--- src/affine_rect_bounds_macros.svh ---
// ----------------------------------------------------------------------------
// affine_rect_bounds assertion macros
// Shared concurrent assertion forms, clocked and reset-qualified.
// ----------------------------------------------------------------------------
`ifndef AFFINE_RECT_BOUNDS_MACROS_SVH
`define AFFINE_RECT_BOUNDS_MACROS_SVH

// same-cycle implication
`define ARB_ASSERT_SAME(label, clk, rst, ante, cons) \
   label: assert property (@(posedge clk) disable iff (rst) (ante) |-> (cons)) \
      else $error("assertion failed: same-cycle implication");

// next-cycle implication
`define ARB_ASSERT_NEXT(label, clk, rst, ante, cons) \
   label: assert property (@(posedge clk) disable iff (rst) (ante) |=> (cons)) \
      else $error("assertion failed: next-cycle implication");

`endif

--- src/arb_pkg.sv ---
// ----------------------------------------------------------------------------
// arb_pkg
// Types and fixed constants shared by the affine bounding box pipeline.
// ----------------------------------------------------------------------------
package arb_pkg;

   // Q16.16 fraction bits dropped after each product
   localparam int FRAC_BITS = 16;

   // 1.0 in Q16.16, wide enough for coordinate widths up to 48 bits
   localparam logic [47:0] ONE_Q16 = 48'h0000_0001_0000;

   localparam int CSR_INDEX_W = 3;

   typedef enum logic [CSR_INDEX_W-1:0] {
      CSR_M00 = 3'd0,
      CSR_M01 = 3'd1,
      CSR_TX  = 3'd2,
      CSR_M10 = 3'd3,
      CSR_M11 = 3'd4,
      CSR_TY  = 3'd5
   } csr_index_type;

   // per-stage load enables
   typedef struct packed {
      logic en1;
      logic en2;
      logic en3;
      logic en4;
   } pipe_ctrl_type;

endpackage

--- src/arb_mul.sv ---
// ----------------------------------------------------------------------------
// arb_mul
// Two-stage signed Q16.16 multiplier: split partial products, then combine
// and drop the fraction bits (floor).
// ----------------------------------------------------------------------------
module arb_mul
   import arb_pkg::*;
#(
   parameter int COORD_WIDTH = 32
) (
   input  logic                                     clock,
   input  pipe_ctrl_type                            ctrl,
   input  logic signed [COORD_WIDTH-1:0]            coord,
   input  logic signed [COORD_WIDTH-1:0]            coef,
   output logic signed [2*COORD_WIDTH-FRAC_BITS-1:0] prod
);

   localparam int LO_W   = COORD_WIDTH / 2;
   localparam int HI_W   = COORD_WIDTH - LO_W;
   localparam int PLO_W  = COORD_WIDTH + LO_W + 1;
   localparam int PHI_W  = COORD_WIDTH + HI_W;
   localparam int FULL_W = 2 * COORD_WIDTH;

   logic signed [PLO_W-1:0]  plo_in, plo_ff;
   logic signed [PHI_W-1:0]  phi_in, phi_ff;
   logic signed [FULL_W-1:0] full_sum;
   logic signed [FULL_W-FRAC_BITS-1:0] prod_in, prod_ff;

   // low half of the coefficient is unsigned, high half carries the sign
   assign plo_in = PLO_W'(coord) * PLO_W'($signed({1'b0, coef[LO_W-1:0]}));
   assign phi_in = PHI_W'(coord) * PHI_W'($signed(coef[COORD_WIDTH-1:LO_W]));

   always_ff @(posedge clock) begin
      if (ctrl.en1) begin
         plo_ff <= plo_in;
         phi_ff <= phi_in;
      end
   end

   assign full_sum = ({{(FULL_W-PHI_W){phi_ff[PHI_W-1]}}, phi_ff} <<< LO_W)
                   + {{(FULL_W-PLO_W){plo_ff[PLO_W-1]}}, plo_ff};

   // top bits of a two's complement word give the arithmetic shift
   assign prod_in = full_sum[FULL_W-1:FRAC_BITS];

   always_ff @(posedge clock) begin
      if (ctrl.en2) begin
         prod_ff <= prod_in;
      end
   end

   assign prod = prod_ff;

endmodule

--- config.mk ---
export PLATFORM = sky130hd
export DESIGN_NAME = arb_mul
export DESIGN_NICKNAME = d
export VERILOG_FILES = /design/src/affine_rect_bounds_macros.svh /design/src/arb_pkg.sv /design/src/arb_mul.sv
export SDC_FILE = /design/constraint.sdc
export NUM_CORES = 2
export LEC_CHECK = 0
export BUFFER_PORTS_ARGS = -buffer_cell sky130_fd_sc_hd__buf_4
export CAP_MARGIN = 20
export CORE_ASPECT_RATIO = 1.5
export CORE_MARGIN = 5
export CORE_UTILIZATION = 60
export CTS_BUF_LIST = sky130_fd_sc_hd__clkbuf_4 sky130_fd_sc_hd__clkbuf_8
export DETAILED_ROUTE_END_ITERATION = 12
export PLACE_DENSITY = 0.76
export REMOVE_ABC_BUFFERS = 1
export SYNTH_ARGS = -nofsm -noshare
export SYNTH_HDL_FRONTEND = slang
export SYNTH_SLANG_ARGS = --single-unit
--- constraint.sdc ---
create_clock -name clock -period 7.3 [get_ports clock]
set_clock_uncertainty 0.2 [all_clocks]
set_input_delay 0.365 -clock clock [delete_from_list [all_inputs] [get_ports clock]]
set_output_delay 0.365 -clock clock [all_outputs]
set_load 0.005 [all_outputs]
# Word-level counts from Yosys, hierarchy flattened
# Index checks and enable logic that the tools add are counted.
# totals
word_cells,6
register_bits,145
in_bits,69
output_inout_bits,48
# classes
multipliers,2
add_sub_neg,1
# ops
cell,count
64-bit adder,1
32-bit by 17-bit multiplier with 49-bit output,1
32-bit by 16-bit multiplier with 48-bit output,1

# Logic depth before layout (Yosys ltp)
# depth
word_depth,1
depth_mapped,26
ltp_nobuf,25

# Worst setup path after synthesis
# No wires, ideal clock.
# synth_timing
path_type,input to register
from,input coord[10]
to,"register plo_ff[41], data pin"
required_time_ns,6.838
setup_slack_ns,0.921
setup_time_ns,0.262
arrival_time_ns,5.917
stages,20
cell_sequence,clkbuf_1 nand2_1 fa_1 fa_1 fa_1 fa_1 inv_1 fa_1 fa_1 ha_1 a211oi_2 o211ai_1 o311ai_2 a311oi_1 o211ai_2 a21oi_2 or3_4 a31oi_4 o21bai_1 xor2_1
# synth_via
elab_chain_len,1
# synth_rtl
item,line,text
"start, declared",arb_mul.sv:13,"input logic signed [COORD_WIDTH-1:0] coord,"
32-bit by 17-bit multiplier with 49-bit output,arb_mul.sv:30,"assign plo_in = PLO_W'(coord) * PLO_W'($signed({1'b0, coef[LO_W-1:0]}));"
named net plo_in[41],arb_mul.sv:24,"logic signed [PLO_W-1:0] plo_in, plo_ff;"
"end signal, assigned",arb_mul.sv:35,plo_ff <= plo_in;
"end, declared",arb_mul.sv:24,
# The timed path passes the listed nets, and every way through them passes these cells.
# A chain may end at the register's enable or synchronous reset.

# Worst setup path after layout
# layout_timing
from,input coord[6]
to,"register phi_ff[33], data pin"
# layout_via
elab_chain_len,1
# layout_rtl
item,line,text
32-bit by 16-bit multiplier with 48-bit output,arb_mul.sv:31,assign phi_in = PHI_W'(coord) * PHI_W'($signed(coef[COORD_WIDTH-1:LO_W]));
named net phi_in[33],arb_mul.sv:25,"logic signed [PHI_W-1:0] phi_in, phi_ff;"
"end signal, assigned",arb_mul.sv:36,phi_ff <= phi_in;
"end, declared",arb_mul.sv:25,
# The timed path passes the listed nets, and every way through them passes these cells.

==> results.sh <==
export IMPL_status="complete, no violations"
export IMPL_synthTopCellsByArea="fa_1 47%, inv_1 10%, edfxtp_1 9.3%, ha_1 8.3%, and2_1 6.1%"
export IMPL_num_fill_cells=5654
export IMPL_critPathMaxFanout=25
export IMPL_finalWirelength_um=108000
export IMPL_root_buffer="clkbuf_8"
export IMPL_wl_per_cell_um=19.8
export IMPL_dieWidth_um=225
export IMPL_ys_warnings_count=0
export IMPL_timing_hold_ws_ps=44.0
export IMPL_netlist_area_um2=41700
export IMPL_grt_max_degree=64
export IMPL_maxCapViolCount=0
export IMPL_antenna_found_initial=1
export IMPL_synth_edf_count=129
export IMPL_ys_types=65
export IMPL_critPathCaptureType="flip-flop"
export IMPL_grt_pass1_wl_um=177000
export IMPL_diodes=0
export IMPL_vias=30900
export IMPL_maxUsedRoutingLayer="met4"
export IMPL_io_pins=117
export IMPL_syn_area_per_cell_um2=9.20
export IMPL_worstHoldPathType="input pin to flip-flop"
export IMPL_ant_nets=0
export IMPL_syn_to_final_growth_pct=5.56
export IMPL_synth_ff_type="edfxtp_1"
export IMPL_post_cts_setup_buffers=0
export IMPL_drtIter0Drc=1683
export IMPL_io_buffers=114
export IMPL_met3_length_um=6580
export IMPL_final_cell_mix="1130 x inv_1, 974 x fa_1, 670 x nand2_1"
export IMPL_critPathLaunchType="input pin"
export IMPL_cts_made_buffers=17
export IMPL_tightest_slew_ps=884
export IMPL_cts_sinks=129
export IMPL_synth_top_area_share_pct=46.7
export IMPL_row_count=118
export IMPL_die_h_um=333
export IMPL_route_met2_wl_um=57400
export IMPL_synthArstFlopShare_pct=0
export IMPL_criticalPathCategory="input pin to flip-flop"
export IMPL_start_util_pct=60.5
export IMPL_post_route_period_util_pct=92.9
export IMPL_placed_area_um2=43600
export IMPL_final_area_um2=44000
export IMPL_max_stage_delay_ps=540
export IMPL_synthCells=4535
export IMPL_drc=0
export IMPL_hold_buffers=0
export IMPL_crit_chain="buf_4 > buf_4 > and2_1 > fa_1 > inv_1 > fa_1 > fa_1 > inv_1 > fa_1 > fa_1 > inv_1 > fa_1 > inv_1 > ha_1 > a21o_1 > a21o_1 > a21oi_1 > o21ai_0 > a311o_1 > a31oi_1 > nor3_1 > o22ai_1 > o21ai_0 > xor2_1"
export IMPL_finalSetupTns_ps=0
export IMPL_max_slew_margin_pct=41.0
export IMPL_regArea_um2=3870
export IMPL_crit_path_top_delay_cell="fa_1"
export IMPL_setup_violations=0
export IMPL_grt_pass1_vias=34700
export IMPL_gp_congestion=0.918
export IMPL_globalRoute_totalOverflow=0
export IMPL_critPathRequiredTime_ps=7350
export IMPL_hold_viol=0
export IMPL_coreArea_um2=68900
export IMPL_synth_seq_area_share_pct=9.29
export IMPL_period_minus_slack_ps=6780
export IMPL_synth_seq_cells=129
export IMPL_rsz0062_at_grt="no"
export IMPL_cp_data_arrival_time_ps=6830
export IMPL_final_common_cell="inv_1"
export IMPL_first_pass_iters=9
export IMPL_drive_gt1_share_pct=5.63
export IMPL_nets=5869
export IMPL_tritoncts="built"
export IMPL_post_route_util_pct=63.9
export IMPL_cts_resized=0
export IMPL_htree_levels=4
export IMPL_clkSlewWorstSetupHoldPaths_ps=110
export IMPL_insertion_delay_ps=520
export IMPL_die_area_um2=75000
export IMPL_finalMaxSlewViolations=0
export IMPL_grtUsageTotal_pct=30.2
export IMPL_critical_path_most_common_cell="fa_1"
export IMPL_via_per_inst=5.65
export IMPL_dp_hpwl_um=85700
export IMPL_cts_buffer_depth=2
export IMPL_synth_top_cell_by_area="fa_1"
export IMPL_multi_input_area_um2=32800
export IMPL_wl_met1_um=35300
export IMPL_fmax_mhz=147
[cell families after synthesis]
logic type,Yosys count,synth area share (%)
buffers and inverters,1344,12.1
and+or+nand+nor,1299,14.9
adders and majority gates,1250,55.0
AOI/OAI and AO/OA,379,5.92
xor gates and xnor gates,133,2.79
DFF,129,9.29
muxes,1,0.0240
[synthesized netlist by cell type (4+ instances only)]
cell type / instances
o211ai_1: 4
o21a_1: 15
xor2_1: 47
nand2b_1: 19
nand2_1: 670
nand4_1: 22
o31ai_1: 6
buf_1: 5
fa_1: 974
inv_1: 1130
ha_1: 276
a21o_1: 81
nor3_1: 21
a21oi_1: 115
or3_1: 5
nand3b_1: 4
o21ai_1: 6
nand3_1: 18
and2_1: 409
o21ai_0: 67
xnor2_1: 86
clkbuf_1: 207
nor2_1: 92
a31oi_1: 12
o21bai_1: 16
a211oi_1: 15
nor2b_1: 15
a21boi_0: 4
and3_1: 12
edfxtp_1: 129
a2111oi_0: 4
[layer usage]
layer / vias to the layer above / track usage, %
li1: 13400 / -
met1: 15800 / 32.7
met2: 1242 / 54.9
met3: 472 / 4.08
met4: 0 / 19.7
met5: - / 0
[metrics by stage]
stage	std cells	setup WS (ps)
finish	5463	518
global route	5463	276
CTS	5463	644
detailed placement	5431	115
global placement	5431	134
floorplan	4322	1130
[cell type report]
class                           count  share of cell area (%)
Multi-Input combinational cell   3062                    74.5
Tap cell                          900                    2.56
Timing Repair Buffer              209                    3.62
Clock buffer                       17                   0.531
Clock inverter                     15                   0.378
Inverter                         1131                    9.64
Sequential cell                   129                    8.80
[critical path: cells and delay by family]
family | cells | cell delay [ps]
xor+xnor | 1 | 180
simple gates | 2 | 270
fa+ha+maj | 7 | 3190
buf+inv | 6 | 830
compound gates | 8 | 1970
[worst paths after layout]
path,startpoint,to,slack [ps],depth (start not counted)
setup / recovery,coord[6],phi_ff[33]$_DFFE_PP_,520,24
hold / removal,ctrl[3],plo_ff[43]$_DFFE_PP_,40,1
setup reg to reg,plo_ff[16]$_DFFE_PP_,prod[44]$_DFFE_PP_,3240,13
hold reg to reg,phi_ff[0]$_DFFE_PP_,prod[0]$_DFFE_PP_,370,1
[sequential cells by signal, summed over array words and instances (netlist names)]
name,flops
plo_ff,33
phi_ff,48
prod,48
Power is left out: the tool's default activity adds up to more than one toggle a clock period on the data nets, which glitch-free logic cannot reach.
