--- config.mk ---
export PLATFORM = sky130hd
export DESIGN_NAME = arb_bound
export DESIGN_NICKNAME = d
export VERILOG_FILES = /design/src/affine_rect_bounds_macros.svh /design/src/arb_pkg.sv /design/src/arb_bound.sv
export SDC_FILE = /design/constraint.sdc
export NUM_CORES = 1
export LEC_CHECK = 0
export BUFFER_PORTS_ARGS = -buffer_cell sky130_fd_sc_hd__buf_4
export CORE_ASPECT_RATIO = 1.25
export CORE_UTILIZATION = 45
export DETAILED_ROUTE_END_ITERATION = 6
export PLACE_DENSITY = 0.7
export SLEW_MARGIN = 10
export SYNTH_ARGS = -nofsm -noshare
export SYNTH_HDL_FRONTEND = slang
export SYNTH_SLANG_ARGS = --single-unit
--- constraint.sdc ---
create_clock -name clock -period 6.5 [get_ports clock]
set_input_delay 1.3 -clock clock [delete_from_list [all_inputs] [get_ports clock]]
set_output_delay 1.3 -clock clock [all_outputs]
set_load 0.01 [all_outputs]
--- src/affine_rect_bounds_macros.svh ---
// ----------------------------------------------------------------------------
// affine_rect_bounds assertion macros
// Shared concurrent assertion forms, clocked and reset-qualified.
// ----------------------------------------------------------------------------
`ifndef AFFINE_RECT_BOUNDS_MACROS_SVH
`define AFFINE_RECT_BOUNDS_MACROS_SVH

// same-cycle implication
`define ARB_ASSERT_SAME(label, clk, rst, ante, cons) \
   label: assert property (@(posedge clk) disable iff (rst) (ante) |-> (cons)) \
      else $error("assertion failed: same-cycle implication");

// next-cycle implication
`define ARB_ASSERT_NEXT(label, clk, rst, ante, cons) \
   label: assert property (@(posedge clk) disable iff (rst) (ante) |=> (cons)) \
      else $error("assertion failed: next-cycle implication");

`endif

--- src/arb_pkg.sv ---
// ----------------------------------------------------------------------------
// arb_pkg
// Types and fixed constants shared by the affine bounding box pipeline.
// ----------------------------------------------------------------------------
package arb_pkg;

   // Q16.16 fraction bits dropped after each product
   localparam int FRAC_BITS = 16;

   // 1.0 in Q16.16, wide enough for coordinate widths up to 48 bits
   localparam logic [47:0] ONE_Q16 = 48'h0000_0001_0000;

   localparam int CSR_INDEX_W = 3;

   typedef enum logic [CSR_INDEX_W-1:0] {
      CSR_M00 = 3'd0,
      CSR_M01 = 3'd1,
      CSR_TX  = 3'd2,
      CSR_M10 = 3'd3,
      CSR_M11 = 3'd4,
      CSR_TY  = 3'd5
   } csr_index_type;

   // per-stage load enables
   typedef struct packed {
      logic en1;
      logic en2;
      logic en3;
      logic en4;
   } pipe_ctrl_type;

endpackage

--- src/arb_bound.sv ---
// ----------------------------------------------------------------------------
// arb_bound
// Least and greatest of four mapped coordinates, registered.
// ----------------------------------------------------------------------------
module arb_bound
   import arb_pkg::*;
#(
   parameter int COORD_WIDTH = 32
) (
   input  logic                          clock,
   input  pipe_ctrl_type                 ctrl,
   input  logic signed [COORD_WIDTH-1:0] c0,
   input  logic signed [COORD_WIDTH-1:0] c1,
   input  logic signed [COORD_WIDTH-1:0] c2,
   input  logic signed [COORD_WIDTH-1:0] c3,
   output logic signed [COORD_WIDTH-1:0] lo,
   output logic signed [COORD_WIDTH-1:0] hi
);

   logic signed [COORD_WIDTH-1:0] lo01, lo23, hi01, hi23;
   logic signed [COORD_WIDTH-1:0] lo_in, hi_in, lo_ff, hi_ff;

   assign lo01  = (c1 < c0) ? c1 : c0;
   assign lo23  = (c3 < c2) ? c3 : c2;
   assign hi01  = (c1 > c0) ? c1 : c0;
   assign hi23  = (c3 > c2) ? c3 : c2;
   assign lo_in = (lo23 < lo01) ? lo23 : lo01;
   assign hi_in = (hi23 > hi01) ? hi23 : hi01;

   always_ff @(posedge clock) begin
      if (ctrl.en4) begin
         lo_ff <= lo_in;
         hi_ff <= hi_in;
      end
   end

   assign lo = lo_ff;
   assign hi = hi_ff;

endmodule
# After elaboration in Yosys (flattened, before gate mapping)
# Cells that the tools add are included.
# totals
ff_bits	64
inputBits	133
output_inout_bits	64
elab_cells	14
# classes
order_cmp	6
n_mux	6
# op_table
cell	count
two-way mux 32 bit	6
greater-than comparator 32 bit	3
< comparator 32 bit	3

# Longest topological paths before layout
# Gate-level depths: netlist (run 1).
# depth
ltp_word	4
mapped_depth	24
ltp_nobuf	19

# Worst setup path after synthesis (run 1)
# No wires, ideal clock.
# synth_timing
path_kind	input-to-reg
startpoint	input port c2[7]
endpoint	register hi_ff[10], in the netlist hi[10] (data pin)
setup_time_ns	0.264
arrival_ns	5.394
required_time_ns	6.236
path_slack_ns	0.842
path_stages	24
path_buffers	5
path_cell_list	inv_1 ha_1 a21oi_1 o21ai_0 a311o_1 o31ai_1 a21o_1 buf_2 a21o_1 buf_2 buf_4 mux2i_1 inv_1 ha_1 a21o_1 a21o_1 a21o_1 a2111oi_0 o32ai_1 a311oi_1 nor3b_1 buf_2 buf_4 mux2i_1
# synth_between
elab_chain_len	4
# synth_rtl
element	line_no	source
from (decl)	arb_bound.sv:14	input logic signed [COORD_WIDTH-1:0] c2,
greater-than comparator 32 bit	arb_bound.sv:26	assign hi23 = (c3 > c2) ? c3 : c2;
two-way mux 32 bit (*)	arb_bound.sv:26	
greater-than comparator 32 bit	arb_bound.sv:28	assign hi_in = (hi23 > hi01) ? hi23 : hi01;
two-way mux 32 bit (*)	arb_bound.sv:28	
named net hi_in[10]	arb_bound.sv:21	logic signed [COORD_WIDTH-1:0] lo_in, hi_in, lo_ff, hi_ff;
to (signal assigned)	arb_bound.sv:33	hi_ff <= hi_in;
to (decl)	arb_bound.sv:21	
# The timed path passes the listed nets; every way through them passes the cells marked *.
# A chain may end at the register's enable or synchronous reset.

# Final worst setup path (run 1)
# layout_timing
startpoint	input port c2[14]
endpoint	register hi_ff[1], in the netlist hi[1] (data pin)
# Same word-level chain as after synthesis.

==> impl_metrics.tcl, run 1 <==
set metrics [dict create \
    antenna_found_initial 0 \
    synth_edf_count 64 \
    cts_sinks 64 \
    io_pins 197 \
    cts_inserted_buffers 9 \
    row_count 52 \
    drc_errors 0 \
    hp-class "primary input to flip-flop" \
    grt_max_degree 65 \
    power.density_nw_per_um2 250 \
    status "finished, final reports clean" \
    slew_headroom 0.409 \
    synthArstFlopShare 0 \
    drtPass1Iterations 6 \
    seqPwrFrac 0.265 \
    grt_usage 0.245 \
    leakagePower_nw 5.05 \
    grt_overflow 0 \
    timing.final.max_slew_violations 0 \
    initial_core_util 0.464 \
    yosysSeqAreaShare 0.255 \
    htreeDepth 3 \
    multi_input_area_um2 5000 \
    worst-path-buf-inv 5 \
    finalCriticalPeriod_ns 6.13 \
    hold_viol 0 \
    rsz0062_at_grt "no" \
    crit_path_max_incr_delay_ns 0.45 \
    critPathKind "primary input to flip-flop" \
    path_max_fanout 12 \
    p_comb_frac 0.516 \
    hold_depth 3 \
    start_kind "primary input" \
    intPower_w 0.00154 \
    crit_cells 22 \
    drv_cap 0 \
    ir_drop_v 0.000162 \
    crit_start "c2[14]" \
    path_delay_family "compound AO/OA/AOI/OAI gates" \
    yosys_most_used_dff "edfxtp_1" \
    nNetsFinal 1230 \
    ys_types 55 \
    worstSetupEndpointType "flip-flop" \
    fillCellCount 1481 \
    power.share.clock 0.219 \
    seqCellArea_um2 1920 \
    die_area_um2 17300 \
    cts_tree "yes" \
    root_buffer "clkbuf_16" \
    die-width_um 118 \
    syn-num-nets 1029 \
    vias 6486 \
    post-route-util 0.594 \
    final_cell_mix "205 x buf_4, 191 x mux2i_1, 133 x inv_1, 127 x ha_1, 64 x edfxtp_1" \
    post-route-period-util 0.943 \
    core_um2 16300 \
    worst_pin_slew_ns 0.887 \
    antenna_cells 0 \
    area_growth_pct 28.0 \
    dpl.hpwl_um 17200 \
    drive_gt1_frac 0.249 \
    syn_inst 769 \
    ant_nets 0 \
    ys_ff_latch 64 \
    port_buffers 193 \
    layout_commonest_cell "buf_4" \
    routabilityCongestion 0.897 \
    via_per_inst 5.45 \
    cp_slowest_cell "a311o_1" \
    die_h_um 147 \
    p_switching_w 0.000873 \
    wl_per_cell_um 17.6 \
    drt-total-wl_um 20900 \
    grt_pass1_wl_um 32900 \
    drt_iter0_drc 233 \
    crit_path_cell_trace "buf_4 -> inv_1 -> ha_1 -> a21oi_1 -> a21boi_0 -> a311o_1 -> o31ai_1 -> a21o_2 -> a21o_2 -> buf_4 -> mux2i_1 -> inv_1 -> ha_1 -> a21o_1 -> a21o_1 -> a21o_1 -> a21oi_1 -> o32ai_1 -> a311oi_1 -> nor3b_2 -> buf_4 -> mux2i_1" \
    ctsLongestPathBuffers 2 \
    synth_area_um2 7540 \
    avgSynthCellArea_um2 9.81 \
    clk_pin_slew_worst_paths_ns 0.06 \
    required_ns 6.57 \
    postCtsHoldBufs 0 \
    setup_violations 0 \
    dp_cells 1175 \
    layout.cells.non_filler 1191 \
    fmax_ghz 0.163 \
    yosysWarningCount 0 \
    grt_pass1_vias 6594 \
    setup_total_negative_slack_ns 0 \
    cp.arrival_ns 6.20 \
    p_sw_frac 0.362 \
    min_from "c3[17]" \
]
-- flip-flops by register name (all words and copies together), names as in the netlist --
register / cells
lo: 32
hi: 32
-- power groups by stage --
| stage | clock network [W] | registers, W | logic (W) |
|---|---|---|---|
| 6_report | 0.000530 | 0.000640 | 0.00125 |
| 5_1_grt | 0.000548 | 0.000650 | 0.00136 |
| 4_1_cts | 0.000535 | 0.000641 | 0.00125 |
| 3_5_place_dp | 0 | 0.000647 | 0.00124 |
| 3_3_place_gp | 0 | 0.000648 | 0.00123 |
| 2_1_floorplan | 0 | 0.000698 | 0.000728 |
-- tightest hold or removal path, delay by kind of cell --
kind	cells	cell delay, ns
buffers and inverters	1	0.09
muxes	2	0.21
-- final cells by class --
class,count,area share
Inverter,133,0.0517
Clock inverter,6,0.00868
Clock buffer,10,0.0237
Tap cell,216,0.0280
Sequential cell,64,0.199
Multi-Input combinational cell,551,0.518
Timing Repair Buffer,211,0.171
-- worst paths after layout --
| check | to | slack [ns] |
|---|---|---|
| max | hi[1] | 0.37 |
| min | hi[17] | 1.38 |
-- logic make-up (layout without fill, tap and decap cells) --
kind of cell | after synthesis | after routing | synth area share
AO/OA/AOI/OAI | 123 | 123 | 0.112
adder cells (fa/ha/maj) | 127 | 127 | 0.211
buffers and inverters | 154 | 360 | 0.0849
flip-flops | 64 | 64 | 0.255
multiplexers | 191 | 191 | 0.253
AND/OR/NAND/NOR | 110 | 110 | 0.0844
-- routing by layer --
metal  track usage  vias up  part of all wire
met2         0.452      181              0.52
met1         0.286     3029              0.41
met5             0        -                 0
li1              -     3236                 -
met4        0.0872        0             0.026
met3        0.0384       40             0.045
-- Yosys cell counts (2+ instances only) --
| cell | n | share of area |
|---|---|---|
| buf_2 | 11 | 0.0073 |
| nand3_1 | 9 | 0.0060 |
| or3_1 | 2 | 0.0017 |
| nor2b_1 | 4 | 0.0033 |
| o21ai_0 | 23 | 0.015 |
| ha_1 | 127 | 0.21 |
| edfxtp_1 | 64 | 0.25 |
| o211a_1 | 2 | 0.0027 |
| nand4_1 | 20 | 0.017 |
| a21boi_0 | 2 | 0.0020 |
| nand2b_1 | 3 | 0.0025 |
| and2_1 | 2 | 0.0017 |
| nor3_1 | 11 | 0.0073 |
| a21o_1 | 23 | 0.023 |
| a2111oi_0 | 2 | 0.0023 |
| a221oi_1 | 3 | 0.0035 |
| inv_1 | 133 | 0.066 |
| buf_4 | 7 | 0.0070 |
| nand2_1 | 16 | 0.0080 |
| buf_6 | 3 | 0.0045 |
| or2_2 | 4 | 0.0033 |
| nor2_1 | 21 | 0.010 |
| a21oi_1 | 28 | 0.019 |
| and4_1 | 5 | 0.0058 |
| a221o_1 | 2 | 0.0027 |
| o21a_1 | 6 | 0.0060 |
| mux2i_1 | 191 | 0.25 |
| nand4_2 | 2 | 0.0033 |
| a211oi_1 | 11 | 0.011 |
| o211ai_1 | 6 | 0.0060 |
| a31oi_1 | 2 | 0.0017 |
-- metrics by stage --
| step | worst slack, ns | total power (W) | hold slack [ns] | cell area (um^2) |
|---|---|---|---|---|
| after CTS | 0.365 | 0.00243 | 1.37 | 9650 |
| final | 0.370 | 0.00241 | 1.38 | 9660 |
| after floorplan | 0.842 | 0.00143 | 1.41 | 7540 |
| after global routing | 0.0514 | 0.00255 | 1.38 | 9660 |
| after global placement | 0.125 | 0.00188 | 1.71 | 9340 |
| after detailed placement | 0.0475 | 0.00189 | 1.71 | 9340 |
-- repair_timing --
action                                  4_1_cts  5_1_grt
endpoints found under the setup margin        0       11
setup buffers                                 0        0
resized for setup                             0        1
No activity file was read; power rests on OpenSTA's default activity.
==> run 2: changes to the inputs <==
RECOVER_POWER = 25   (was unset)
==> run 2 against run 1 <==
Against the previous run:
- the run now ends with capacitance limit, slew limit left
- non-clock buffer count stayed put
- first-iteration DRC count stayed put
- wire length hardly changed
- maximum frequency is 0.24% higher
- utilization hardly changed
- sequential power hardly changed
- highest routed layer unchanged
==> impl_metrics.tcl, run 2 (same netlist as run 1, synthesis figures left out) <==
set metrics [dict create \
    die-width_um 118 \
    grt_pass1_vias 6594 \
    post-route-period-util 0.941 \
    power.density_nw_per_um2 250 \
    drv_cap 1 \
    fmax_ghz 0.164 \
    p_total_w 0.00242 \
    leakagePower_nw 5.05 \
    grt_pass1_wl_um 32900 \
    drc_errors 0 \
    cts_sinks 64 \
    cp_slowest_cell "a311o_1" \
    via_per_inst 5.43 \
    path_max_fanout 12 \
    core_um2 16300 \
    drt_iter0_drc 233 \
    slew_headroom -1.50 \
    htreeDepth 3 \
    setup_violations 0 \
    hold_viol 0 \
    final_cell_mix "204 x buf_4, 191 x mux2i_1, 133 x inv_1, 127 x ha_1, 64 x edfxtp_1" \
    io_pins 197 \
    root_buffer "clkbuf_16" \
    cts_inserted_buffers 9 \
    timing.final.max_slew_violations 65 \
    antenna_cells 0 \
    row_count 52 \
    rsz0062_at_grt "no" \
    grt_usage 0.245 \
    grt_max_degree 65 \
    die_area_um2 17300 \
    grt_overflow 0 \
    drtPass1Iterations 4 \
    finalCriticalPeriod_ns 6.12 \
    initial_core_util 0.464 \
    start_kind "primary input" \
    crit_path_cell_trace "buf_4 -> inv_1 -> ha_1 -> a21oi_1 -> a21boi_0 -> a311o_1 -> o31ai_1 -> a21o_2 -> a21o_2 -> buf_4 -> mux2i_1 -> inv_1 -> ha_1 -> a21o_1 -> a21o_1 -> a21o_1 -> a21oi_1 -> o32ai_1 -> a311oi_1 -> nor3b_2 -> buf_4 -> mux2i_1" \
    wl_per_cell_um 17.6 \
    routabilityCongestion 0.897 \
    setup_total_negative_slack_ns 0 \
    dpl.hpwl_um 17200 \
    ir_drop_v 0.000162 \
    antenna_found_initial 0 \
    vias 6468 \
    required_ns 6.56 \
    drt-total-wl_um 20900 \
    clk_pin_slew_worst_paths_ns 0.06 \
    ant_nets 0 \
    critPathKind "primary input to flip-flop" \
    layout_commonest_cell "buf_4" \
    ctsLongestPathBuffers 2 \
    post-cts-setup-buffers 0 \
    status "complete, but fails checks" \
    port_buffers 193 \
    worst_pin_slew_ns 3.74 \
    drive_gt1_frac 0.248 \
    hp-class "primary input to flip-flop" \
    hold_depth 3 \
    die_h_um 147 \
    nNetsFinal 1230 \
    area_growth_pct 28.0 \
    dp_cells 1175 \
    layout.cells.non_filler 1191 \
    whs_ns 1.38 \
    cts_tree "yes" \
    cp.arrival_ns 6.18 \
    postCtsHoldBufs 0 \
    worstSetupEndpointType "flip-flop" \
    crit_path_max_incr_delay_ns 0.45 \
    violations "capacitance limit, slew limit" \
]
[run 2: critical path: cells and delay by family]
kind / cells / cell delay, ns
compound gates: 12 / 2.99
fa+ha+maj: 2 / 0.63
buf+inv: 5 / 0.71
mux: 2 / 0.42
simple gates: 1 / 0.12
[run 2: final cells by class]
class	count	area, um^2
clock buffers	10	229
well taps	216	270
fillers	1481	6610
inverters	133	499
multi-input cells	551	5000
clock inverters	6	83.8
repair buffers	211	1650
flip-flops and latches	64	1920
[run 2: metrics by stage]
step | cell area (um^2) | utilization | setup WS (ns)
3_3_place_gp | 9340 | 0.574 | 0.125
2_1_floorplan | 7540 | - | 0.842
3_5_place_dp | 9340 | 0.574 | 0.0475
4_1_cts | 9650 | 0.594 | 0.365
6_report | 9650 | 0.594 | 0.384
5_1_grt | 9650 | 0.594 | 0.0514
[run 2: where the power goes]
| part | total [W] | switching [W] | leakage [nW] | internal, W |
|---|---|---|---|---|
| Combinational | 0.00124 | 0.000644 | 4.28 | 0.000601 |
| Sequential | 0.000642 | 0.0000333 | 0.626 | 0.000608 |
| Clock | 0.000529 | 0.000195 | 0.146 | 0.000334 |
| Total | 0.00242 | 0.000872 | 5.05 | 0.00154 |
[run 2: worst paths after layout]
check	end	slack [ns]	start
setup / recovery	hi[1]	0.38	c2[14]
hold / removal	hi[17]	1.38	c3[17]
[run 2: per-layer routing]
layer,track usage,routed length [um],part of all wire
met5,0,0,0
met1,0.286,8620,0.41
met4,0.0872,511,0.024
met3,0.0384,981,0.047
met2,0.452,10800,0.52
[run 2: repair_timing]
action,4_1_cts,5_1_grt
setup endpoints to repair,0,11
gates resized for setup,0,1
endpoints found under the hold margin,0,0
==> run 3: changes to the inputs <==
BUFFER_PORTS_ARGS = -buffer_cell sky130_fd_sc_hd__buf_2   (was -buffer_cell sky130_fd_sc_hd__buf_4)
==> run 3 against run 2 <==
Against the previous run:
- the run still ends with capacitance limit, slew limit left
- largest cell class unchanged
- sequential share of layout area rose by 1.1 points
- critical endpoint is now hi[4]
- setup slack improved by 0.038 ns
- non-clock buffer count rose by 4
- critical path depth did not move
==> impl_metrics.tcl, run 3 (same netlist as run 1, synthesis figures left out) <==
set metrics [dict create \
    status "complete, but fails checks" \
    violations "capacitance limit, slew limit" \
    start_kind "primary input" \
    clk_pin_slew_worst_paths_ns 0.06 \
    ctsLongestPathBuffers 2 \
    p_total_w 0.00228 \
    routabilityCongestion 0.859 \
    worstSetupEndpointType "flip-flop" \
    power.share.clock 0.211 \
    die_h_um 147 \
    postCtsHoldBufs 0 \
    setup_violations 0 \
    initial_core_util 0.464 \
    critPathKind "primary input to flip-flop" \
    fmax_ghz 0.165 \
    fillCellCount 1522 \
    setup_total_negative_slack_ns 0 \
    die-width_um 118 \
    rsz0062_at_grt "no" \
    drt-total-wl_um 20800 \
    area_growth_pct 21.1 \
    drc_errors 0 \
    p_switching_w 0.000860 \
    drive_gt1_frac 0.223 \
    required_ns 6.57 \
    nNetsFinal 1234 \
    grt_overflow 0 \
    cts_inserted_buffers 9 \
    path_max_fanout 12 \
    hp-class "primary input to flip-flop" \
    post-cts-setup-buffers 0 \
    layout.cells.non_filler 1195 \
    cts_sinks 64 \
    grt_usage 0.242 \
    die_area_um2 17300 \
    wl_per_cell_um 17.4 \
    dp_cells 1179 \
    drt_iter0_drc 316 \
    min_from "c2[12]" \
    drtPass1Iterations 4 \
    io_pins 197 \
    dpl.hpwl_um 17100 \
    port_buffers 193 \
    via_per_inst 5.43 \
    cp.arrival_ns 6.15 \
    row_count 52 \
    layout_commonest_cell "mux2i_1" \
    p_sw_frac 0.377 \
    fin_area_um2 9130 \
    post-route-period-util 0.935 \
    grt_pass1_wl_um 32400 \
    hold_viol 0 \
    finalCriticalPeriod_ns 6.08 \
    final_cell_mix "191 x mux2i_1, 166 x buf_2, 133 x inv_1, 127 x ha_1, 64 x edfxtp_1" \
    p_comb_frac 0.511 \
    grt_pass1_vias 6448 \
    cts_tree "yes" \
    placed_area_um2 8890 \
    vias 6489 \
    drv_cap 1 \
    worst_pin_slew_ns 3.69 \
    ir_drop_v 0.000120 \
    crit_start "c2[14]" \
    timing.final.max_slew_violations 65 \
    root_buffer "clkbuf_16" \
    grt_max_degree 65 \
    intPower_w 0.00142 \
    power.density_nw_per_um2 250 \
    ant_nets 0 \
    leakagePower_nw 4.82 \
    post_cts_resized 0 \
    antenna_found_initial 1 \
    slew_headroom -1.46 \
    core_um2 16300 \
    antenna_cells 0 \
    seqPwrFrac 0.278 \
    htreeDepth 3 \
]
run 3: cell count changes in the layout (fill, tap and decap cells not counted), sizes merged:
cell      before  now
clkinvlp       2    0
bufinv         2    1
clkbuf        11   40
buf          210  187
clkinv         2    3
run 3: worst paths after layout:
| check | cells past startpoint | slack (ns) | endpoint |
|---|---|---|---|
| worst max-delay path | 22 | 0.42 | hi[4] |
| worst min-delay path | 3 | 1.39 | hi[12] |
run 3: layout make-up:
cell class                      instances  area [um^2]  area share
Multi-Input combinational cell        551         5000       0.548
Sequential cell                        64         1920       0.210
Timing Repair Buffer                  215         1160       0.127
Inverter                              133          499      0.0547
Tap cell                              216          270      0.0296
Clock buffer                           12          236      0.0259
Clock inverter                          4         45.0     0.00493
run 3: critical path, cell delays in order:
cell      delay (ns)
buf_2           0.10
inv_1           0.04
ha_1            0.32
a21oi_1         0.16
a21boi_0        0.19
a311o_1         0.44
o31ai_1         0.25
a21o_2          0.32
a21o_2          0.26
buf_4           0.26
mux2i_1         0.27
inv_1           0.07
ha_1            0.31
a21o_1          0.19
a21o_1          0.17
a21o_1          0.19
a21oi_1         0.23
o32ai_1         0.18
a311oi_1        0.38
nor3b_2         0.13
buf_4           0.23
mux2i_1         0.16
run 3: metal layers:
layer / wire (um) / track usage
met5: 10 / 0
met1: 8780 / 0.281
met3: 934 / 0.0411
met4: 524 / 0.100
met2: 10600 / 0.439
run 3: metrics by stage:
stage / worst slack, ns / hold WS [ns] / utilization
2_1_floorplan: 0.842 / 1.41 / -
3_3_place_gp: 0.225 / 1.71 / 0.546
3_5_place_dp: 0.118 / 1.71 / 0.546
4_1_cts: 0.460 / 1.38 / 0.564
5_1_grt: 0.154 / 1.40 / 0.561
6_report: 0.422 / 1.39 / 0.561
run 3: power groups by stage:
stage / sequential [W] / clock [W] / combinational (W)
after floorplan: 0.000698 / 0 / 0.000728
after global placement: 0.000640 / 0 / 0.00116
after detailed placement: 0.000639 / 0 / 0.00118
after CTS: 0.000632 / 0.000491 / 0.00119
after global routing: 0.000645 / 0.000505 / 0.00128
final: 0.000634 / 0.000482 / 0.00117
