`src/affine_rect_bounds_macros.svh`:
```
// ----------------------------------------------------------------------------
// affine_rect_bounds assertion macros
// Shared concurrent assertion forms, clocked and reset-qualified.
// ----------------------------------------------------------------------------
`ifndef AFFINE_RECT_BOUNDS_MACROS_SVH
`define AFFINE_RECT_BOUNDS_MACROS_SVH

// same-cycle implication
`define ARB_ASSERT_SAME(label, clk, rst, ante, cons) \
   label: assert property (@(posedge clk) disable iff (rst) (ante) |-> (cons)) \
      else $error("assertion failed: same-cycle implication");

// next-cycle implication
`define ARB_ASSERT_NEXT(label, clk, rst, ante, cons) \
   label: assert property (@(posedge clk) disable iff (rst) (ante) |=> (cons)) \
      else $error("assertion failed: next-cycle implication");

`endif

```
`src/arb_pkg.sv`:
```
// ----------------------------------------------------------------------------
// arb_pkg
// Types and fixed constants shared by the affine bounding box pipeline.
// ----------------------------------------------------------------------------
package arb_pkg;

   // Q16.16 fraction bits dropped after each product
   localparam int FRAC_BITS = 16;

   // 1.0 in Q16.16, wide enough for coordinate widths up to 48 bits
   localparam logic [47:0] ONE_Q16 = 48'h0000_0001_0000;

   localparam int CSR_INDEX_W = 3;

   typedef enum logic [CSR_INDEX_W-1:0] {
      CSR_M00 = 3'd0,
      CSR_M01 = 3'd1,
      CSR_TX  = 3'd2,
      CSR_M10 = 3'd3,
      CSR_M11 = 3'd4,
      CSR_TY  = 3'd5
   } csr_index_type;

   // per-stage load enables
   typedef struct packed {
      logic en1;
      logic en2;
      logic en3;
      logic en4;
   } pipe_ctrl_type;

endpackage

```
`src/arb_corner.sv`:
```
// ----------------------------------------------------------------------------
// arb_corner
// One mapped coordinate: two products plus translation, saturated.
// ----------------------------------------------------------------------------
module arb_corner
   import arb_pkg::*;
#(
   parameter int COORD_WIDTH = 32
) (
   input  logic                                     clock,
   input  pipe_ctrl_type                            ctrl,
   input  logic signed [2*COORD_WIDTH-FRAC_BITS-1:0] prod_a,
   input  logic signed [2*COORD_WIDTH-FRAC_BITS-1:0] prod_b,
   input  logic signed [COORD_WIDTH-1:0]            trans,
   output logic signed [COORD_WIDTH-1:0]            coord
);

   localparam int PW = 2 * COORD_WIDTH - FRAC_BITS;
   localparam int SW = PW + 2;

   logic signed [SW-1:0]          sum;
   logic                          fits;
   logic signed [COORD_WIDTH-1:0] coord_in, coord_ff;

   assign sum = {{2{prod_a[PW-1]}}, prod_a}
              + {{2{prod_b[PW-1]}}, prod_b}
              + {{(SW-COORD_WIDTH){trans[COORD_WIDTH-1]}}, trans};

   // in range when every bit above the target sign matches it
   assign fits = (sum[SW-1:COORD_WIDTH-1] == {(SW-COORD_WIDTH+1){sum[SW-1]}});

   always_comb begin
      priority if (fits) begin
         coord_in = sum[COORD_WIDTH-1:0];
      end else if (sum[SW-1]) begin
         coord_in = {1'b1, {(COORD_WIDTH-1){1'b0}}};
      end else begin
         coord_in = {1'b0, {(COORD_WIDTH-1){1'b1}}};
      end
   end

   always_ff @(posedge clock) begin
      if (ctrl.en3) begin
         coord_ff <= coord_in;
      end
   end

   assign coord = coord_ff;

endmodule

```
`config.mk`:
```
export PLATFORM = sky130hd
export DESIGN_NAME = arb_corner
export DESIGN_NICKNAME = d
export VERILOG_FILES = /design/src/affine_rect_bounds_macros.svh /design/src/arb_pkg.sv /design/src/arb_corner.sv
export SDC_FILE = /design/constraint.sdc
export NUM_CORES = 1
export LEC_CHECK = 0
export BUFFER_PORTS_ARGS = -buffer_cell sky130_fd_sc_hd__buf_4
export CORE_ASPECT_RATIO = 1.5
export CORE_UTILIZATION = 48
export DETAILED_ROUTE_END_ITERATION = 8
export PLACE_DENSITY_LB_ADDON = 0.25
export SLEW_MARGIN = 20
export SYNTH_ARGS = -nofsm -noshare
export SYNTH_HDL_FRONTEND = slang
export SYNTH_SLANG_ARGS = --single-unit
```
`constraint.sdc`:
```
create_clock -name clock -period 12.1 [get_ports clock]
set_clock_uncertainty 0.15 [all_clocks]
set_input_delay 1.815 -clock clock [delete_from_list [all_inputs] [get_ports clock]]
set_output_delay 1.815 -clock clock [all_outputs]
set_load 0.02 [all_outputs]
```
**Yosys cells after proc, flatten, opt, wreduce, memory -nomap -nowiden**

Index checks and enable logic that the tools add are counted.

- Bits in registers: 32
- Output and inout bits: 32

- Muxes and demuxes: 2
- $add $sub $neg: 2
- Eq/ne operators: 1

Operator list:

| cell | count |
|---|---|
| $mux W32 | 2 |
| $add A49 B32 Y50 | 1 |
| $add A48 B48 Y49 | 1 |
| $eq A18 B18 Y1 | 1 |

**Logic depth before layout (Yosys ltp)**

Gate-level depths: netlist (run 1).

- Depth after elaboration: 4
- Mapped depth: 19
- Gate-level depth less buffers: 18

**Least setup slack after synthesis (run 1)**

No wires, ideal clock.

- Path type: input port to flip-flop
- Start point: in prod_a[1]
- End point: reg coord_ff[1] (netlist: coord[1]), data pin
- Library setup time: 262 ps
- Slack: 6049 ps
- Path buffers: 0
- Stages: 15
- Data arrival time: 5639 ps
- Required time: 11688 ps
- Cells stage by stage: fa_1 > ha_1 > inv_1 > fa_1 > nand2b_1 > a21oi_1 > o21ai_1 > a31oi_2 > a21oi_1 > or4b_1 > and4_1 > a2111o_1 > o31a_1 > nor4_4 > mux2_1

- Cells in the longest elaborated chain, start to end: 4
- Elaborated cells between the ends (all ways): 5
- Those cells by class: 2 x add/sub; 1 x eq/ne; 2 x mux

RTL lines:

| element | line | text |
|---|---|---|
| start, declared | arb_corner.sv:12 | `input logic signed [2*COORD_WIDTH-FRAC_BITS-1:0] prod_a,` |
| $add A48 B48 Y49 * | arb_corner.sv:26 | `+ {{2{prod_b[PW-1]}}, prod_b}` |
| $add A49 B32 Y50 * | arb_corner.sv:27 | `+ {{(SW-COORD_WIDTH){trans[COORD_WIDTH-1]}}, trans};` |
| $eq A18 B18 Y1 or $mux W32 (tied branches) | arb_corner.sv:30, arb_corner.sv:35 |  |
| $mux W32 * | arb_corner.sv:33 | `priority if (fits) begin` |
| named net coord_in[1] | arb_corner.sv:23 | `logic signed [COORD_WIDTH-1:0] coord_in, coord_ff;` |
| end signal, assigned | arb_corner.sv:44 | `coord_ff <= coord_in;` |
| end, declared | arb_corner.sv:23 |  |

Mark *: on every way through the listed nets, which the timed path passes. The rest lies on a longest branch.
A chain may end at the register's enable or synchronous reset.

**Worst setup path after layout (run 1)**

Ends and elaborated chain as after synthesis.

==> metrics.txt, run 1 <==
status=completed; post-CTS setup buffer count=0; mux cell area share after synthesis=6.62%; MaxCap Viol Count=0; PD cells=135 nW/um2; synthesized cell area=5460 um2; # rows=47; ratio of final minimum period to clock period=57.5%; Levels on crit path=17; Worst Setup Start Kind=input port; post-detail-place hpwl=13,000 um; Final Hold Fails=0; Num CTS Buffers=5; drt pass-1 iters=6; largest family of logic cells by synthesized area=adder cells; Ant. Diodes=0; syn nets=832; #FFs+latches synth=32; clock root cell=clkbuf_16; Fillers=947; fin nets=970; port bufs=161; number of distinct library cells after synthesis=62; Clock transition at path regs=0.05 ns; WP data required=11.98 ns; critical path peak fanout=36; Die ar.=11,800 um2; simple-gate share of the synthesized area=14.8%; core area=11,100 um2; Initial Utilization=49.4%; normalized max-slew margin=47.4%; Synth Area in XOR/XNOR=6.90%; Worst EP arrival=6.83 ns; sequential fraction of the synthesis area=17.6%; Crit. End Element=flop; GRT Residual Overflow=0; crit path to=coord[1]; cts repair resizes=0; ys flop type=edfxtp_1; Internal Power=507 uW; Post-Syn Instances=602; CTS Sinks=32; Worst Setup SP=prod_a[1]; CP Cell Sequence=buf_4 > fa_1 > ha_1 > inv_1 > fa_1 > nand2b_1 > a21oi_1 > o31a_1 > a311oi_4 > o41ai_2 > or3_4 > clkinv_4 > nor4_1 > mux2i_1 > nor4_4 > buf_4 > mux2_1; TNS Setup=0 ns; post-cts hold buffer count=0; CTS Buffer Depth=2; gpl congestion=0.939; Die H=133 um; f_max=144 MHz; DRT iter0 DRCs=305; min-delay worst type=in -> reg; hold_ws=1.84 ns; Leak=0.00286 uW; drt drc=0; Gate power share=66.7%; die span in x=89.1 um; largest net degree at the start of global routing=37; crit path max-delay cell type=o41ai_2; Post-synth EDFFs=32; adder-cell share of the synthesized area=29.0%; slowest cell delay on critical path=0.55 ns; CP delay by family, top=compound AO/OA/AOI/OAI gates; DRT Wirelength=15,200 um; vias in the first global route=5,394; vias post-DR=5,251; vias per cell=5.91; Crit path buffers/inverters=4; Clock power frac=15.0%; number of flip-flops in the largest register=32; sequential share of power=18.3%; # IOs=165; Post-DRT Antenna Nets=0; initial antenna violation count=0; Wirelength per Cell=17.1 um; worst-margin pin slew=0.786 ns; Max VDD drop=0.0840 mV; CTS tree=built; Sw Pwr=421 uW; Sw Ratio=45.4%; Synth warnings=0; RSZ-0062 raised after global routing=no; GRT Util Overall=26.6%; synthesis-to-layout area growth=25.6%; async set-reset flop share out of synthesis=0%; Final setup violation count=0; share of layout cells above drive strength 1=23.8%; average cell area after synthesis=9.07 um2; post-synthesis compound-gate area fraction=20.8%; post-route minimum period=6.95 ns; crit path kind=in -> reg; Final Max Tran Viols=0; H-Tree Level Count=2; hold path start=ctrl[1]; global-route wire length before repair=24,400 um
## metrics by stage
stage | instance area, um2 | instances | util, % | power (uW) | worst slack (ns)
finish | 6860 | 888 | 62.0 | 927 | 5.15
detailed placement | 6700 | 880 | 60.6 | 783 | 4.88
floorplan | 5460 | 602 | - | 592 | 6.05
global placement | 6700 | 880 | 60.6 | 772 | 4.87
CTS | 6860 | 888 | 62.0 | 925 | 5.14
global route | 6860 | 888 | 62.0 | 994 | 4.82
## power groups by stage
stage / registers, uW / clock network, uW / logic, uW
after floorplan: 208 / 0 / 384
after global placement: 172 / 0 / 600
after detailed placement: 172 / 0 / 611
after CTS: 170 / 139 / 616
after global routing: 173 / 143 / 679
final: 170 / 139 / 619
## how the worst min path moves through the flow
stage | slack (ns) | endpoint | cells after the start
floorplan | 1.78 | coord[0] | 0
global placement | 2.09 | coord[6] | 1
detailed placement | 2.09 | coord[7] | 1
CTS | 1.84 | coord[11] | 1
global route | 1.86 | coord[10] | 1
finish | 1.84 | coord[11] | 1
## cell families after synthesis
group                    Yosys count
AO/OA/AOI/OAI                    180
AND/OR/NAND/NOR                  164
adder cells (fa/ha/maj)           97
buffers and inverters             50
XOR/XNOR                          43
multiplexers                      36
flip-flops                        32
## routing by layer
layer  share of wire (%)  track usage, %
met1                  36            28.0
met2                  55            50.4
met3                 3.9            1.62
met4                 5.1            14.6
met5                   0               0
## area by class of cell
| cell class | count | area [um2] | area share (%) |
|---|---|---|---|
| repair buffers | 162 | 1220 | 17.7 |
| flip-flops and latches | 32 | 961 | 14.0 |
| inverters | 19 | 76.3 | 1.11 |
| clock buffers | 5 | 125 | 1.82 |
| well taps | 147 | 184 | 2.68 |
| clock inverters | 3 | 37.5 | 0.547 |
| multi-input cells | 520 | 4260 | 62.1 |
## Yosys cell counts, types with 4 or more instances
library cell / instances / area, um2
a211oi_1: 6 / 45.0
a21o_1: 11 / 82.6
a21oi_1: 63 / 315
and2_1: 6 / 37.5
buf_2: 19 / 95.1
clkbuf_1: 9 / 33.8
edfxtp_1: 32 / 961
fa_1: 49 / 981
ha_1: 48 / 601
inv_1: 18 / 67.6
mux2i_1: 35 / 350
nand2_1: 58 / 218
nand2b_1: 6 / 37.5
nand3_1: 5 / 25.0
nand4_1: 19 / 119
nor2_1: 38 / 143
nor2b_1: 4 / 25.0
nor3_1: 10 / 50.1
nor4_1: 4 / 25.0
o211ai_1: 6 / 45.0
o21ai_0: 35 / 175
o21ai_1: 14 / 70.1
o21bai_1: 5 / 37.5
o31a_1: 4 / 35.0
xnor2_1: 20 / 175
xor2_1: 23 / 201
## placed cells by master, fill, tap and decap left out, types with 5 or more instances in the layout
| cell type | synthesis | layout |
|---|---|---|
| nor2_1 | 38 | 38 |
| o21ai_0 | 35 | 35 |
| clkbuf_16 | 0 | 5 |
| xnor2_1 | 20 | 20 |
| ha_1 | 48 | 48 |
| a21oi_1 | 63 | 63 |
| nand3_1 | 5 | 5 |
| xor2_1 | 23 | 23 |
| nor3_1 | 10 | 10 |
| nand2_1 | 58 | 58 |
| a21o_1 | 11 | 11 |
| o21bai_1 | 5 | 5 |
| a211oi_1 | 6 | 6 |
| fa_1 | 49 | 49 |
| o21ai_1 | 14 | 14 |
| mux2i_1 | 35 | 35 |
| o211ai_1 | 6 | 6 |
| inv_1 | 18 | 18 |
| buf_4 | 0 | 162 |
| edfxtp_1 | 32 | 32 |
| nand4_1 | 19 | 19 |
| nand2b_1 | 6 | 6 |
| and2_1 | 6 | 6 |
(Power assumes the default switching activity.)
==> run 2: changes to the inputs <==
--- a/config.mk
+++ b/config.mk
@@ -5,6 +5,7 @@
 export SDC_FILE = /design/constraint.sdc
 export NUM_CORES = 1
 export LEC_CHECK = 0
+export ABC_AREA = 1
 export BUFFER_PORTS_ARGS = -buffer_cell sky130_fd_sc_hd__buf_4
 export CORE_ASPECT_RATIO = 1.5
 export CORE_UTILIZATION = 48
==> constraint.sdc (replaced) <==
create_clock -name clock -period 6.1 [get_ports clock]
set_clock_uncertainty 0.15 [all_clocks]
set_input_delay 0.915 -clock clock [delete_from_list [all_inputs] [get_ports clock]]
set_output_delay 0.915 -clock clock [all_outputs]
set_load 0.02 [all_outputs]
==> metrics.txt, run 2 <==
status=completed; Worst Setup SP=prod_a[1]; #FFs+latches synth=32 (unchanged); DRT Wirelength=21,300 um (+40%); Initial Utilization=49.5% (+0.12 points); ys flop type=edfxtp_1; post-route minimum period=4.70 ns; GRT Residual Overflow=0 (unchanged); CTS tree=built; MaxCap Viol Count=0 (unchanged); hold depth=1 (unchanged); post-cts hold buffer count=0 (unchanged); Wirelength per Cell=15.1 um (-12%); largest cells by area after synthesis=nand2_1 (24%), fa_1 (15%), edfxtp_1 (14%); Worst Setup Start Kind=input port; Final Hold Fails=0 (unchanged); syn nets=1,313 (+58%); Design Area, Final=8210 um2 (+20%); commonest non-fill, non-tap cell in the layout=nand2_1; number of distinct library cells after synthesis=34 (-45%); async set-reset flop share out of synthesis=0% (unchanged); commonest non-fill, non-tap cells in the layout=nand2_1 (431), inv_1 (193), buf_4 (161), nand3_1 (83), nor2_1 (79); dpl cell area=8050 um2 (+20%); post-CTS setup buffer count=0 (unchanged); global-route wire length before repair=33,100 um (+36%); critical path peak fanout=31 (-14%); largest net degree at the start of global routing=33 (-11%); H-Tree Level Count=2 (unchanged); number of flip-flops in the largest register=32 (unchanged); normalized max-slew margin=51.3% (+3.9 points); Final Max Tran Viols=0 (unchanged); post-detail-place hpwl=18,700 um (+44%); DP Cell Count=1,397 (+59%); drt pass-1 iters=6 (unchanged); Post-synth EDFFs=32 (unchanged); DRT iter0 DRCs=283 (-7.2%); Die H=147 um (+11%); fin nets=1,472 (+52%); min-delay worst type=in -> reg; Ant. Diodes=0 (unchanged); port bufs=161 (unchanged); TNS Setup=0 ns (unchanged); count leader, synth=nand2_1; cts repair resizes=0 (unchanged); crit path kind=in -> reg; Crit. End Element=flop; worst-margin pin slew=0.729 ns (-0.0572 ns); vias per cell=5.05 (-15%); f_max=213 MHz; initial antenna violation count=0 (unchanged); clock root cell=clkbuf_16; GRT Util Overall=29.9% (+3.4 points); Post-synth top cells=nand2_1 (431), inv_1 (193), nand3_1 (83); average cell area after synthesis=6.21 um2 (-31%); gpl congestion=0.975 (+3.9%); Num CTS Buffers=5 (unchanged); synthesized cell area=6730 um2 (+23%); Post-Syn Instances=1,083 (+80%); Worst EP arrival=4.54 ns (-2.29 ns); final std cells w/o fill=1,405 (+58%); die span in x=98.7 um (+11%); crit path to=coord[15]; CTS Buffer Depth=2 (unchanged); # rows=52 (+11%); # IOs=165 (unchanged); top-area cell type share of the netlist area=24.0% (+6.1 points); Clock transition at path regs=0.05 ns (about the same); Final setup violation count=0 (unchanged); synthesis-to-layout area growth=22.0%; ratio of final minimum period to clock period=77.1%; WP data required=5.94 ns (-6.04 ns); Post-DRT Antenna Nets=0 (unchanged); share of layout cells above drive strength 1=18.0% (-5.7 points); Synth area leader=nand2_1; Leak=0.00453 uW (+59%); vias post-DR=7,099 (+35%); Synth warnings=0 (unchanged); Max VDD drop=0.150 mV (+78%); drt drc=0 (unchanged); CTS Sinks=32 (unchanged); vias in the first global route=7,069 (+31%); sequential fraction of the synthesis area=14.3% (-3.3 points); RSZ-0062 raised after global routing=no; PD cells=253 nW/um2 (+87%); core area=13,600 um2 (+23%); Die ar.=14,500 um2 (+23%)
## run 2: cell count changes in the layout (fill, tap and decap cells not counted), sizes merged, moves of 7 or more
| cell | delta |
|---|---|
| nand2 | +387 |
| inv | +188 |
| nand3 | +83 |
| nor2 | +64 |
| o21ai | -45 |
| mux2i | -35 |
| a21oi | -31 |
| xnor2 | -14 |
| a21o | -9 |
| nand4 | -8 |
| o211ai | -7 |
## run 2: cell type report
cell class,instances,area [um2]
clock inverter,3,37.5
clock buffer,5,125
multi-input combinational,835,4900
timing repair buffer,161,1210
tap,162,203
sequential,32,961
inverter,207,777
fill,1347,5380
## run 2: worst min path at each step
stage	from	endpoint	slack, ns
2_1_floorplan	ctrl[1]	coord[0]	0.88
3_3_place_gp	coord[4]	coord[4]	1.19
3_5_place_dp	coord[3]	coord[3]	1.19
4_1_cts	ctrl[1]	coord[0]	0.95
5_1_grt	ctrl[1]	coord[0]	0.96
6_report	ctrl[1]	coord[20]	0.95
## run 2: power breakdown
group	switching [uW]	internal, uW	total (uW)	leakage (uW)
sequential	14.5	323	338	0.000314
clock	92.3	190	282	0.0000789
combinational	953	504	1460	0.00414
## run 2: cells by family after synthesis
group           count (synthesis)  share of synthesized area, %
compound gates                 49                          4.20
flops                          32                          14.3
buf+inv                       216                          12.9
simple gates                  661                          41.5
xor+xnor                       28                          3.64
fa+ha+maj                      97                          23.5
## run 2: through the flow
stage                     hold WS (ns)  setup slack (ns)  total power (uW)  utilization [%]
after detailed placement          1.19              1.17              1790             59.2
after global placement            1.19              1.21              1770             59.2
final                            0.946              1.40              2080             60.4
after global routing             0.956              1.04              2240             60.4
after CTS                        0.950              1.44              2070             60.4
after floorplan                  0.877              2.12              1310                -
## run 2: critical path: stages
cell and delay (ns):
buf_4 0.12, fa_1 0.54, ha_1 0.22, inv_1 0.07, fa_1 0.40, inv_1 0.11, nand2_1 0.05, nand2_1 0.10
nand3_1 0.09, nand2_2 0.13, nand2_1 0.06, nand2_1 0.16, nand2_1 0.14, nand3_1 0.13, nand2_1 0.06, nand2_1 0.07
nand2_1 0.05, nand2_1 0.05, nand2_1 0.06, nor2_2 0.15, nand3_2 0.12, o21bai_4 0.58, nand2_1 0.15
## run 2: routing by layer
| metal | up-vias | share of wire [%] | global-route usage [%] |
|---|---|---|---|
| li1 | 3635 | - | - |
| met1 | 3160 | 34 | 27.1 |
| met2 | 225 | 54 | 60.7 |
| met3 | 79 | 3.2 | 2.24 |
| met4 | 0 | 8.1 | 21.7 |
| met5 | - | 0 | 0 |
==> run 3: changes to the inputs <==
--- a/config.mk
+++ b/config.mk
@@ -5,7 +5,7 @@
 export SDC_FILE = /design/constraint.sdc
 export NUM_CORES = 1
 export LEC_CHECK = 0
-export ABC_AREA = 1
+export ABC_AREA = 0
 export BUFFER_PORTS_ARGS = -buffer_cell sky130_fd_sc_hd__buf_4
 export CORE_ASPECT_RATIO = 1.5
 export CORE_UTILIZATION = 48
==> constraint.sdc (replaced) <==
create_clock -name clock -period 4.6 [get_ports clock]
set_clock_uncertainty 0.15 [all_clocks]
set_input_delay 0.69 -clock clock [delete_from_list [all_inputs] [get_ports clock]]
set_output_delay 0.69 -clock clock [all_outputs]
set_load 0.02 [all_outputs]
==> metrics.txt, run 3 (synthesized netlist as in run 1, its figures left out) <==
status=finished, violations left; failing checks=negative setup slack; DR top layer=met4; WP data required=4.56 ns (-1.38 ns); vias per cell=5.73 (+13%); CTS Buffer Depth=2 (unchanged); Crit. End Element=flop; CP delay by family, top=adder cells; drt pass-1 iters=5 (-1); PnR worst setup slack=-0.182 ns (-1.58 ns); post-detail-place hpwl=14,700 um (-21%); Pwr Total=3030 uW (+46%); Worst EP arrival=4.74 ns (+0.20 ns); CTS tree=built; slowest cell delay on critical path=0.55 ns (-0.03 ns); worst-margin pin slew=0.531 ns (-0.198 ns); clock root cell=clkbuf_16; Setup WS pre-CTS=-0.458 ns (-1.63 ns); critical path peak fanout=7 (-77%); Final Hold Fails=0 (unchanged); normalized max-slew margin=64.1% (+13 points); DP Cell Count=1,044 (-25%); Levels on crit path=18 (-22%); GRT Util Overall=30.8% (+0.83 points); vias post-DR=6,089 (-14%); f_max=209 MHz; MaxCap Viol Count=0 (unchanged); Ant. Diodes=0 (unchanged); number of flip-flops in the largest register=32 (unchanged); post-cts hold buffer count=0 (unchanged); commonest non-fill, non-tap cell in the layout=buf_4; H-Tree Level Count=2 (unchanged); Leak=0.00379 uW (-16%); DRT Wirelength=18,400 um (-14%); Max VDD drop=0.177 mV (+18%); Final Util=77.2% (+17 points); PD cells=355 nW/um2 (+41%); commonest non-fill, non-tap cells in the layout=buf_4 (327), nand2_1 (58), a21oi_1 (53), fa_1 (47), ha_1 (43); metal2 WL=10,700 um (-7.8%); vias in the first global route=6,250 (-12%); M1 WL=6150 um (-16%); Die H=133 um (-9.8%); fin nets=1,145 (-22%); largest net degree at the start of global routing=33 (unchanged); crit path kind=in -> reg; core area=11,100 um2 (-19%); DRT iter0 DRCs=257 (-9.2%); Final setup violation count=31 (+31); # IOs=165 (unchanged); initial antenna violation count=0 (unchanged); global-route wire length before repair=28,200 um (-15%); Die ar.=11,800 um2 (-19%); CP Cell Sequence=buf_6 > fa_1 > ha_2 > inv_2 > fa_2 > nand2b_4 > a21oi_4 > o21ai_2 > a31oi_4 > a21oi_2 > or4b_1 > and4_1 > a2111o_1 > o31a_1 > nor4_4 > buf_6 > buf_4 > mux2i_1; hold path start=ctrl[1]; met3 WL=802 um (+20%); post-route minimum period=4.78 ns; Post-DRT Antenna Nets=0 (unchanged); Final Max Tran Viols=0 (unchanged); ratio of final minimum period to clock period=104%; port bufs=161 (unchanged); Clock transition at path regs=0.05 ns (about the same); final std cells w/o fill=1,063 (-24%); crit path max-delay cell type=fa_1; Wirelength per Cell=17.3 um (+14%); Num CTS Buffers=5 (unchanged); GRT Residual Overflow=0 (unchanged); CTS Sinks=32 (unchanged); Fillers=775 (-42%); hold_ws=0.719 ns (-0.228 ns); # rows=47 (-9.6%); crit path to=coord[5]; share of layout cells above drive strength 1=43.0% (+25 points); RSZ-0062 raised after global routing=yes; gpl congestion=0.938 (-3.8%); synthesis-to-layout area growth=56.4%; die span in x=89.1 um (-9.7%); most frequent cell on the critical path=buf_6; drt drc=0 (unchanged); Initial Utilization=49.4% (-0.12 points); Crit path buffers/inverters=4 (+1); Worst Setup SP=prod_a[1]; min-delay worst type=in -> reg; Worst Setup Start Kind=input port
-- run 3: cell count changes in the layout (fill, tap and decap cells not counted), sizes merged, moves of 35 or more --
| cell | delta |
|---|---|
| mux2i | +35 |
| nor2 | -64 |
| nand3 | -83 |
| buf | +175 |
| nand2 | -387 |
| o21ai | +45 |
| inv | -188 |
-- run 3: stage by stage --
step	instance area (um2)	setup TNS (ns)
final	8540	-3.00
after global routing	8540	-6.73
after detailed placement	8000	-13.25
after global placement	8000	-10.63
after floorplan	5500	-0.0295
after CTS	8370	-2.14
-- run 3: area by class of cell --
type / count / area [um2] / area share [%]
multi-input cells: 520 / 4520 / 52.9
clock inverters: 3 / 42.5 / 0.498
inverters: 19 / 76.3 / 0.894
repair buffers: 337 / 2630 / 30.8
flip-flops and latches: 32 / 961 / 11.3
clock buffers: 5 / 125 / 1.47
well taps: 147 / 184 / 2.15
-- run 3: routing by layer --
| layer | up-vias | GRT usage (%) |
|---|---|---|
| met5 | - | 0 |
| met4 | 0 | 15.7 |
| met3 | 59 | 4.05 |
| met2 | 222 | 60.6 |
| met1 | 2970 | 29.5 |
| li1 | 2838 | - |
-- run 3: worst min-delay path by stage --
stage | end | slack (ns) | depth (start not counted)
after floorplan | coord[0] | 0.65 | 0
after global placement | coord[14] | 0.97 | 1
after detailed placement | coord[9] | 0.97 | 1
after CTS | coord[17] | 0.71 | 1
after global routing | coord[13] | 0.73 | 1
final | coord[12] | 0.72 | 1
-- run 3: repair_timing --
item / in CTS / in global routing
pin swaps: 7 / 16
resized for setup: 20 / 31
endpoints found under the setup margin: 31 / 31
cloned: 2 / 1
setup buffers: 5 / 4
-- run 3: report_power, final --
group | switching (uW) | internal, uW | total (uW) | leakage (uW)
clock | 121 | 254 | 375 | 0.0000798
combinational | 1160 | 1050 | 2210 | 0.00340
sequential | 24.0 | 427 | 451 | 0.000312
total | 1300 | 1730 | 3030 | 0.00379
